<file path="src/rtl/pde_pkg.sv">
// Shared types and command codes for the polynomial derivative evaluator.
`default_nettype none
package pde_pkg;

    localparam int unsigned COEF_W  = 32;
    localparam int unsigned DEG_W   = 8;
    localparam int unsigned POINT_W = 32;
    localparam int unsigned ORDER_W = 8;
    localparam int unsigned VALUE_W = 64;
    localparam int unsigned IN_W    = COEF_W + DEG_W + POINT_W + ORDER_W;

    localparam int unsigned DEGREE_MAX_DEF = 255;
    localparam int unsigned ORDER_MAX_DEF  = 255;

    typedef logic [2:0] t_cmd;

    localparam t_cmd CMD_NONE  = 3'd0;
    localparam t_cmd CMD_LOAD  = 3'd1;
    localparam t_cmd CMD_FACT  = 3'd2;
    localparam t_cmd CMD_POW_R = 3'd3;
    localparam t_cmd CMD_POW_B = 3'd4;
    localparam t_cmd CMD_TERM  = 3'd5;
    localparam t_cmd CMD_ACC   = 3'd6;
    localparam t_cmd CMD_EMIT  = 3'd7;

    typedef struct packed {
        logic n_gt_d;
        logic fact_done;
        logic e_zero;
        logic e_lsb;
        logic last;
        logic mul_busy;
        logic mul_done;
    } t_status;

endpackage
`default_nettype wire

</file>
<file path="src/rtl/pde_mul.sv">
// 64x64 multiplier modulo 2^64 built from one 32x32 multiplier used in turn for three partial products.
`default_nettype none
module pde_mul (
    input  wire logic        i_clk,
    input  wire logic        i_rst_n,
    input  wire logic        i_start,
    input  wire logic [63:0] i_a,
    input  wire logic [63:0] i_b,
    output logic             o_busy,
    output logic             o_done,
    output logic [63:0]      o_p
);
    logic [63:0] r_a;
    logic [63:0] r_b;
    logic [63:0] r_p;
    logic [1:0]  r_step;
    logic        r_busy;
    logic        r_done;
    logic [31:0] op_a;
    logic [31:0] op_b;
    logic [63:0] prod;

    // step 0: lo*lo, step 1: lo*hi, step 2: hi*lo (upper halves only)
    assign op_a = (r_step == 2'd2) ? r_a[63:32] : r_a[31:0];
    assign op_b = (r_step == 2'd1) ? r_b[63:32] : r_b[31:0];
    assign prod = {32'b0, op_a} * {32'b0, op_b};

    always_ff @(posedge i_clk) begin
        if (!i_rst_n) begin
            r_busy <= 1'b0;
            r_done <= 1'b0;
            r_step <= 2'd0;
        end else begin
            r_done <= 1'b0;
            if (i_start && !r_busy) begin
                r_busy <= 1'b1;
                r_step <= 2'd0;
            end else if (r_busy) begin
                if (r_step == 2'd2) begin
                    r_busy <= 1'b0;
                    r_done <= 1'b1;
                end
                r_step <= r_step + 2'd1;
            end
        end
    end

    always_ff @(posedge i_clk) begin
        if (i_start && !r_busy) begin
            r_a <= i_a;
            r_b <= i_b;
        end else if (r_busy) begin
            if (r_step == 2'd0) begin
                r_p <= prod;
            end else begin
                r_p[63:32] <= r_p[63:32] + prod[31:0];
            end
        end
    end

    assign o_busy = r_busy;
    assign o_done = r_done;
    assign o_p    = r_p;
endmodule
`default_nettype wire

</file>
<file path="src/rtl/pde_datapath.sv">
// Term registers, shared multiplier, running sum and output register.
`default_nettype none
module pde_datapath #(
    parameter int unsigned DEGREE_MAX = pde_pkg::DEGREE_MAX_DEF,
    parameter int unsigned ORDER_MAX  = pde_pkg::ORDER_MAX_DEF
) (
    input  wire logic                          i_clk,
    input  wire logic                          i_rst_n,
    input  wire pde_pkg::t_cmd                 i_cmd,
    input  wire logic [pde_pkg::IN_W-1:0]      i_in_data,
    input  wire logic                          i_in_last,
    output pde_pkg::t_status                   o_status,
    output logic [pde_pkg::VALUE_W-1:0]        o_out_data
);
    import pde_pkg::*;

    logic [VALUE_W-1:0] r_c;
    logic [VALUE_W-1:0] r_base;
    logic [VALUE_W-1:0] r_r;
    logic [VALUE_W-1:0] r_term;
    logic [VALUE_W-1:0] r_sum;
    logic [VALUE_W-1:0] r_out;
    logic [DEG_W-1:0]   r_d;
    logic [ORDER_W-1:0] r_n;
    logic [ORDER_W-1:0] r_i;
    logic [DEG_W-1:0]   r_e;
    logic               r_last;
    t_cmd               r_dest;

    logic [COEF_W-1:0]  in_coef;
    logic [DEG_W-1:0]   in_deg;
    logic [POINT_W-1:0] in_point;
    logic [ORDER_W-1:0] in_order;
    logic [DEG_W-1:0]   deg_cl;
    logic [ORDER_W-1:0] ord_cl;

    logic               mul_start;
    logic [VALUE_W-1:0] mul_a;
    logic [VALUE_W-1:0] mul_b;
    logic               mul_busy;
    logic               mul_done;
    logic [VALUE_W-1:0] mul_p;

    assign in_coef  = i_in_data[COEF_W-1:0];
    assign in_deg   = i_in_data[COEF_W+DEG_W-1:COEF_W];
    assign in_point = i_in_data[COEF_W+DEG_W+POINT_W-1:COEF_W+DEG_W];
    assign in_order = i_in_data[IN_W-1:COEF_W+DEG_W+POINT_W];

    // clamp value only taken when the limit is below the field's range
    assign deg_cl = ({24'b0, in_deg} > 32'(DEGREE_MAX)) ? DEG_W'(DEGREE_MAX) : in_deg;
    assign ord_cl = ({24'b0, in_order} > 32'(ORDER_MAX)) ? ORDER_W'(ORDER_MAX) : in_order;

    always_comb begin
        mul_start = 1'b1;
        mul_a     = r_c;
        mul_b     = r_r;
        unique case (i_cmd)
            CMD_FACT: begin
                mul_a = r_c;
                mul_b = {{(VALUE_W-DEG_W){1'b0}}, r_d - DEG_W'(r_i)};
            end
            CMD_POW_R: begin
                mul_a = r_r;
                mul_b = r_base;
            end
            CMD_POW_B: begin
                mul_a = r_base;
                mul_b = r_base;
            end
            CMD_TERM: begin
                mul_a = r_c;
                mul_b = r_r;
            end
            default: mul_start = 1'b0;
        endcase
    end

    pde_mul u_mul (
        .i_clk   (i_clk),
        .i_rst_n (i_rst_n),
        .i_start (mul_start),
        .i_a     (mul_a),
        .i_b     (mul_b),
        .o_busy  (mul_busy),
        .o_done  (mul_done),
        .o_p     (mul_p)
    );

    always_ff @(posedge i_clk) begin
        if (!i_rst_n) begin
            r_sum <= '0;
        end else if (i_cmd == CMD_ACC) begin
            r_sum <= r_sum + r_term;
        end else if (i_cmd == CMD_EMIT) begin
            r_sum <= '0;
        end
    end

    always_ff @(posedge i_clk) begin
        if (i_cmd == CMD_LOAD) begin
            r_c    <= {{(VALUE_W-COEF_W){in_coef[COEF_W-1]}}, in_coef};
            r_base <= {{(VALUE_W-POINT_W){in_point[POINT_W-1]}}, in_point};
            r_r    <= {{(VALUE_W-1){1'b0}}, 1'b1};
            r_term <= '0;
            r_d    <= deg_cl;
            r_n    <= ord_cl;
            r_e    <= deg_cl - DEG_W'(ord_cl);
            r_i    <= '0;
            r_last <= i_in_last;
        end
        if (mul_start) begin
            r_dest <= i_cmd;
        end
        if (i_cmd == CMD_FACT) begin
            r_i <= r_i + ORDER_W'(1);
        end
        if (mul_done) begin
            unique case (r_dest)
                CMD_FACT:  r_c <= mul_p;
                CMD_POW_R: r_r <= mul_p;
                CMD_POW_B: begin
                    r_base <= mul_p;
                    r_e    <= r_e >> 1;
                end
                CMD_TERM:  r_term <= mul_p;
                default: ;
            endcase
        end
        if (i_cmd == CMD_EMIT) begin
            r_out <= r_sum;
        end
    end

    assign o_status.n_gt_d    = r_n > ORDER_W'(r_d);
    assign o_status.fact_done = r_i == r_n;
    assign o_status.e_zero    = r_e == '0;
    assign o_status.e_lsb     = r_e[0];
    assign o_status.last      = r_last;
    assign o_status.mul_busy  = mul_busy;
    assign o_status.mul_done  = mul_done;
    assign o_out_data         = r_out;
endmodule
`default_nettype wire

</file>
<file path="src/rtl/pde_ctrl.sv">
// Sequencer: load, factor loop, square-and-multiply loop, accumulate, emit.
`default_nettype none
module pde_ctrl (
    input  wire logic             i_clk,
    input  wire logic             i_rst_n,
    input  wire logic             i_in_valid,
    output logic                  o_in_ready,
    output logic                  o_out_valid,
    input  wire logic             i_out_ready,
    input  wire pde_pkg::t_status i_status,
    output pde_pkg::t_cmd         o_cmd
);
    import pde_pkg::*;

    localparam logic [3:0] ST_IDLE   = 4'd0;
    localparam logic [3:0] ST_CHECK  = 4'd1;
    localparam logic [3:0] ST_FACT   = 4'd2;
    localparam logic [3:0] ST_WAIT_F = 4'd3;
    localparam logic [3:0] ST_POW    = 4'd4;
    localparam logic [3:0] ST_WAIT_R = 4'd5;
    localparam logic [3:0] ST_POW_B  = 4'd6;
    localparam logic [3:0] ST_WAIT_B = 4'd7;
    localparam logic [3:0] ST_WAIT_T = 4'd8;
    localparam logic [3:0] ST_ACC    = 4'd9;
    localparam logic [3:0] ST_EMIT   = 4'd10;

    logic [3:0] r_state;
    logic [3:0] n_state;
    logic       r_out_valid;
    logic       n_out_valid;
    t_cmd       cmd;

    always_comb begin
        n_state = r_state;
        cmd     = CMD_NONE;
        unique case (r_state)
            ST_IDLE: begin
                if (i_in_valid) begin
                    cmd     = CMD_LOAD;
                    n_state = ST_CHECK;
                end
            end
            ST_CHECK: begin
                // order above degree: term stays zero
                n_state = i_status.n_gt_d ? ST_ACC : ST_FACT;
            end
            ST_FACT: begin
                if (i_status.fact_done) begin
                    n_state = ST_POW;
                end else begin
                    cmd     = CMD_FACT;
                    n_state = ST_WAIT_F;
                end
            end
            ST_WAIT_F: if (i_status.mul_done) n_state = ST_FACT;
            ST_POW: begin
                if (i_status.e_zero) begin
                    cmd     = CMD_TERM;
                    n_state = ST_WAIT_T;
                end else if (i_status.e_lsb) begin
                    cmd     = CMD_POW_R;
                    n_state = ST_WAIT_R;
                end else begin
                    cmd     = CMD_POW_B;
                    n_state = ST_WAIT_B;
                end
            end
            ST_WAIT_R: if (i_status.mul_done) n_state = ST_POW_B;
            ST_POW_B: begin
                cmd     = CMD_POW_B;
                n_state = ST_WAIT_B;
            end
            ST_WAIT_B: if (i_status.mul_done) n_state = ST_POW;
            ST_WAIT_T: if (i_status.mul_done) n_state = ST_ACC;
            ST_ACC: begin
                cmd     = CMD_ACC;
                n_state = i_status.last ? ST_EMIT : ST_IDLE;
            end
            ST_EMIT: begin
                // wait for the output register to free up
                if (!r_out_valid || i_out_ready) begin
                    cmd     = CMD_EMIT;
                    n_state = ST_IDLE;
                end
            end
            default: n_state = ST_IDLE;
        endcase
    end

    always_comb begin
        n_out_valid = r_out_valid && !i_out_ready;
        if (cmd == CMD_EMIT) begin
            n_out_valid = 1'b1;
        end
    end

    always_ff @(posedge i_clk) begin
        if (!i_rst_n) begin
            r_state     <= ST_IDLE;
            r_out_valid <= 1'b0;
        end else begin
            r_state     <= n_state;
            r_out_valid <= n_out_valid;
        end
    end

    assign o_in_ready  = r_state == ST_IDLE;
    assign o_out_valid = r_out_valid;
    assign o_cmd       = cmd;

`ifndef SYNTHESIS
    a_ready_idle_mul: assert property (@(posedge i_clk) disable iff (!i_rst_n)
        o_in_ready |-> !i_status.mul_busy)
        else $error("input ready while multiplier busy");
    a_emit_room: assert property (@(posedge i_clk) disable iff (!i_rst_n)
        (cmd == CMD_EMIT) |-> (!r_out_valid || i_out_ready))
        else $error("emit would overwrite pending result");
    a_emit_valid: assert property (@(posedge i_clk) disable iff (!i_rst_n)
        (cmd == CMD_EMIT) |=> r_out_valid)
        else $error("emit did not raise output valid");
    a_mul_free: assert property (@(posedge i_clk) disable iff (!i_rst_n)
        (cmd == CMD_FACT || cmd == CMD_POW_R || cmd == CMD_POW_B || cmd == CMD_TERM)
        |-> !i_status.mul_busy)
        else $error("multiply issued while busy");
`endif
endmodule
`default_nettype wire

</file>
<file path="src/rtl/poly_derivative_eval.sv">
// Top level: n-th derivative of a streamed sparse polynomial evaluated at a point.
// Usage:
//   Slave channel: one polynomial term per transfer. tlast marks the final term.
//   Master channel: one 64-bit wrapped sum per polynomial, after its last term.
//   Each term scales coef by degree*(degree-1)*... over order factors, raises
//   point to degree-order, and adds the product into a running 64-bit sum.
// Timing:
//   Every 64-bit product runs on one shared 32x32 multiplier as three partial
//   products, one after another. Order above degree skips the factor and power
//   loops. The multiplier is the limiting unit; one term is in work at a time.
// Reset: synchronous active low; clears the running sum and the output valid flag.
// Stall: a finished sum waits in the output register; the next polynomial's
//   terms are still taken, and only its own final result waits for the register,
//   holding off the input until the register frees up.
`default_nettype none
module poly_derivative_eval #(
    parameter int unsigned DEGREE_MAX = pde_pkg::DEGREE_MAX_DEF,
    parameter int unsigned ORDER_MAX  = pde_pkg::ORDER_MAX_DEF
) (
    input  wire logic                     i_clk,
    input  wire logic                     i_rst_n,
    input  wire logic                     i_s_axis_tvalid,
    output logic                          o_s_axis_tready,
    // coef[31:0], degree[39:32], point[71:40], order[79:72]
    input  wire logic [pde_pkg::IN_W-1:0] i_s_axis_tdata,
    input  wire logic                     i_s_axis_tlast,
    output logic                          o_m_axis_tvalid,
    input  wire logic                     i_m_axis_tready,
    // value[63:0]
    output logic [pde_pkg::VALUE_W-1:0]   o_m_axis_tdata
);
    import pde_pkg::*;

    t_cmd    cmd;
    t_status status;

    pde_ctrl u_ctrl (
        .i_clk       (i_clk),
        .i_rst_n     (i_rst_n),
        .i_in_valid  (i_s_axis_tvalid),
        .o_in_ready  (o_s_axis_tready),
        .o_out_valid (o_m_axis_tvalid),
        .i_out_ready (i_m_axis_tready),
        .i_status    (status),
        .o_cmd       (cmd)
    );

    pde_datapath #(
        .DEGREE_MAX (DEGREE_MAX),
        .ORDER_MAX  (ORDER_MAX)
    ) u_datapath (
        .i_clk      (i_clk),
        .i_rst_n    (i_rst_n),
        .i_cmd      (cmd),
        .i_in_data  (i_s_axis_tdata),
        .i_in_last  (i_s_axis_tlast),
        .o_status   (status),
        .o_out_data (o_m_axis_tdata)
    );
endmodule
`default_nettype wire
</file>
<file path="config.mk">
export PLATFORM = sky130hd
export DESIGN_NAME = poly_derivative_eval
export DESIGN_NICKNAME = d
export VERILOG_FILES = /design/src/rtl/pde_pkg.sv /design/src/rtl/pde_mul.sv /design/src/rtl/pde_datapath.sv /design/src/rtl/pde_ctrl.sv /design/src/rtl/poly_derivative_eval.sv
export SDC_FILE = /design/constraint.sdc
export NUM_CORES = 2
export LEC_CHECK = 0
export ABC_AREA = 1
export BUFFER_PORTS_ARGS = -buffer_cell sky130_fd_sc_hd__buf_4
export CAP_MARGIN = 20
export CORE_AREA = 3 3 518 520
export DETAILED_ROUTE_END_ITERATION = 7
export DIE_AREA = 0 0 521 523
export GPL_TIMING_DRIVEN = 0
export HOLD_SLACK_MARGIN = 0.1
export PLACE_DENSITY_LB_ADDON = 0.15
export SLEW_MARGIN = 20
export SYNTH_ARGS = -nofsm -noshare
export SYNTH_HDL_FRONTEND = slang
export SYNTH_HIERARCHICAL = 1
export SYNTH_SLANG_ARGS = --single-unit
</file>
<file path="constraint.sdc">
create_clock -name i_clk -period 11.9 [get_ports i_clk]
set_input_delay 2.975 -clock i_clk [delete_from_list [all_inputs] [get_ports i_clk]]
set_output_delay 2.975 -clock i_clk [all_outputs]
set_load 0.005 [all_outputs]
</file>
==> flow_summary.json <==
{
  "die_y_um": 523,
  "drt-initial-drc-count": 4899,
  "die_area_um2": 272000,
  "worst_slew_pin_slew_ns": 1.29,
  "antenna_found_initial": 15,
  "period_share_pct": 97.5,
  "yosysWarnings": 6,
  "syn-num-nets": 9739,
  "cpMaxStageDelayCell": "clkbuf_1",
  "gp_congestion": 0.952,
  "io_pins": 151,
  "relSlewSlack_pct": 13.2,
  "clockBufferDepth": 3,
  "hold_viol": 0,
  "drive_above_1_share_pct": 6.87,
  "avgSynthCellArea_um2": 7.87,
  "cp_data_arrival_time_ns": 12.04,
  "skew_ns": 0.0473,
  "htree_levels": 3,
  "cts_root_buf": "clkbuf_16",
  "grt_pass1_vias": 58900,
  "syn_to_final_growth_pct": 13.6,
  "critPathMaxStageDelay_ns": 0.92,
  "hold_class": "reg -> reg",
  "dr.pass1.iters": 6,
  "endpoint_kind": "flop",
  "placed_area_um2": 72000,
  "wl_per_cell_um": 24.9,
  "grt_max_degree": 28,
  "design_area_um2": 74800,
  "status": "finished, final reports clean",
  "dr_total_vias": 57500,
  "start_util_pct": 24.9,
  "viasPerCell": 4.70,
  "multiInputGateArea_um2": 42500,
  "final_max_slew_viol_count": 0,
  "drcViolationCount": 0,
  "ant_nets": 0,
  "grt_overflow": 0,
  "path_clk_slew_ns": 0.07,
  "rsz0062_at_grt": "false",
  "setup_viol": 0,
  "area.sequential_um2": 15300,
  "cts.sinks": 621,
  "critPathMostFrequentCell": "fa_1",
  "die_w_um": 521,
  "insertion_delay_ns": 0.68,
  "path_class": "reg -> reg",
  "fmax_mhz": 86.2,
  "port_buffers": 150,
  "core_area_um2": 265000,
  "grt_pass1_wl_mm": 433,
  "num-fill-cells": 28900,
  "cts_tree": "done",
  "crit_path_max_fanout": 10,
  "num_rows": 189,
  "synth_area_um2": 65900,
  "grt_usage_pct": 22.2,
  "max_cap_violations": 0,
  "post-dp-hpwl_mm": 258,
  "synthCells": 8370,
  "start_kind": "flop",
  "fin_crit_ns": 11.61,
  "required_ns": 12.33,
  "routed_wl_mm": 305,
  "fin_nets": 10000,
  "cts-buffers-inserted": 76
}
-- routing by layer --
layer / GRT usage (%) / vias to the layer above / routed length, µm
li1: - / 26300 / -
met1: 28.8 / 29000 / 131000
met2: 37.2 / 1872 / 143000
met3: 3.29 / 406 / 17900
met4: 8.00 / 2 / 12900
met5: 0 / - / 20
-- cell type report --
class	count	share of cell area [%]
Buffer	325	1.92
Antenna cell	9	0.0301
Clock buffer	101	2.88
Multi-Input combinational cell	5583	56.8
Clock inverter	38	0.687
Sequential cell	621	20.4
Timing Repair Buffer	184	2.10
Inverter	1840	9.26
Tap cell	3533	5.91
-- cell usage in the layout, fill, tap and decap left out, types with 20 or more instances in the layout --
cell and instances:
fa_1 900, o21ai_0 391, buf_2 96, clkbuf_1 192
inv_1 1803, o22ai_1 121, buf_1 22, nor2_2 25
inv_2 20, clkbuf_16 81, o21ai_2 40, o221ai_1 69
edfxtp_1 284, nand2_2 24, ha_1 384, nand3_1 375
nor2_1 774, nor3_1 28, o21ai_1 30, buf_4 174
dfxtp_1 337, xor2_1 30, nand4_1 34, nand2_1 1880
o211ai_1 38, a21oi_1 291
-- timing repair --
item	CTS	global route
resized for setup	1	44
buffers inserted	0	6
endpoints found under the setup margin	1	6
hold buffers	0	0
-- worst max-delay path: cells and delay by family (launching register included) --
kind	cells	cell delay, ns
AO/OA/AOI/OAI	4	1.65
AND/OR/NAND/NOR	11	1.46
XOR/XNOR	1	0.60
adder cells (fa/ha/maj)	11	5.32
flip-flops	1	0.36
buffers and inverters	10	1.93
-- state kept, by name (all words and copies together), names as in the netlist, 64 cells and up --
name                   cells
u_datapath/o_out_data     64
u_datapath/u_mul/o_p      64
u_datapath/r_term         64
u_datapath/r_base         64
u_datapath/r_sum          64
u_datapath/r_c            64
u_datapath/u_mul/r_b      64
u_datapath/r_r            64
u_datapath/u_mul/r_a      64
-- per-stage QoR --
| step | utilization, % | TNS [ns] | setup WS, ns | hold slack, ns | cells |
|---|---|---|---|---|---|
| 2_1_floorplan | - | 0 | 1.75 | 0.434 | 8370 |
| 3_3_place_gp | 27.0 | -240.75 | -1.85 | 0.460 | 12100 |
| 3_5_place_dp | 27.2 | -0.0726 | -0.0726 | 0.460 | 12100 |
| 4_1_cts | 28.2 | 0 | 0.171 | 0.476 | 12200 |
| 5_1_grt | 28.3 | 0 | 0.00624 | 0.501 | 12200 |
| 6_report | 28.3 | 0 | 0.294 | 0.473 | 12200 |
-- worst paths after layout --
path	startpoint	to	slack [ns]	cells past startpoint
min reg2reg	u_datapath/r_sum[4]	u_datapath/o_out_data[4]	0.47	0
max reg2reg	u_datapath/u_mul/r_step[0]	u_datapath/u_mul/o_p[63]	0.29	37
min	u_datapath/r_sum[4]	u_datapath/o_out_data[4]	0.47	0
max	u_datapath/u_mul/r_step[0]	u_datapath/u_mul/o_p[63]	0.29	37
Power is not shown: default switching activity piles up to over one toggle a cycle in this logic, so the estimate is an artifact.
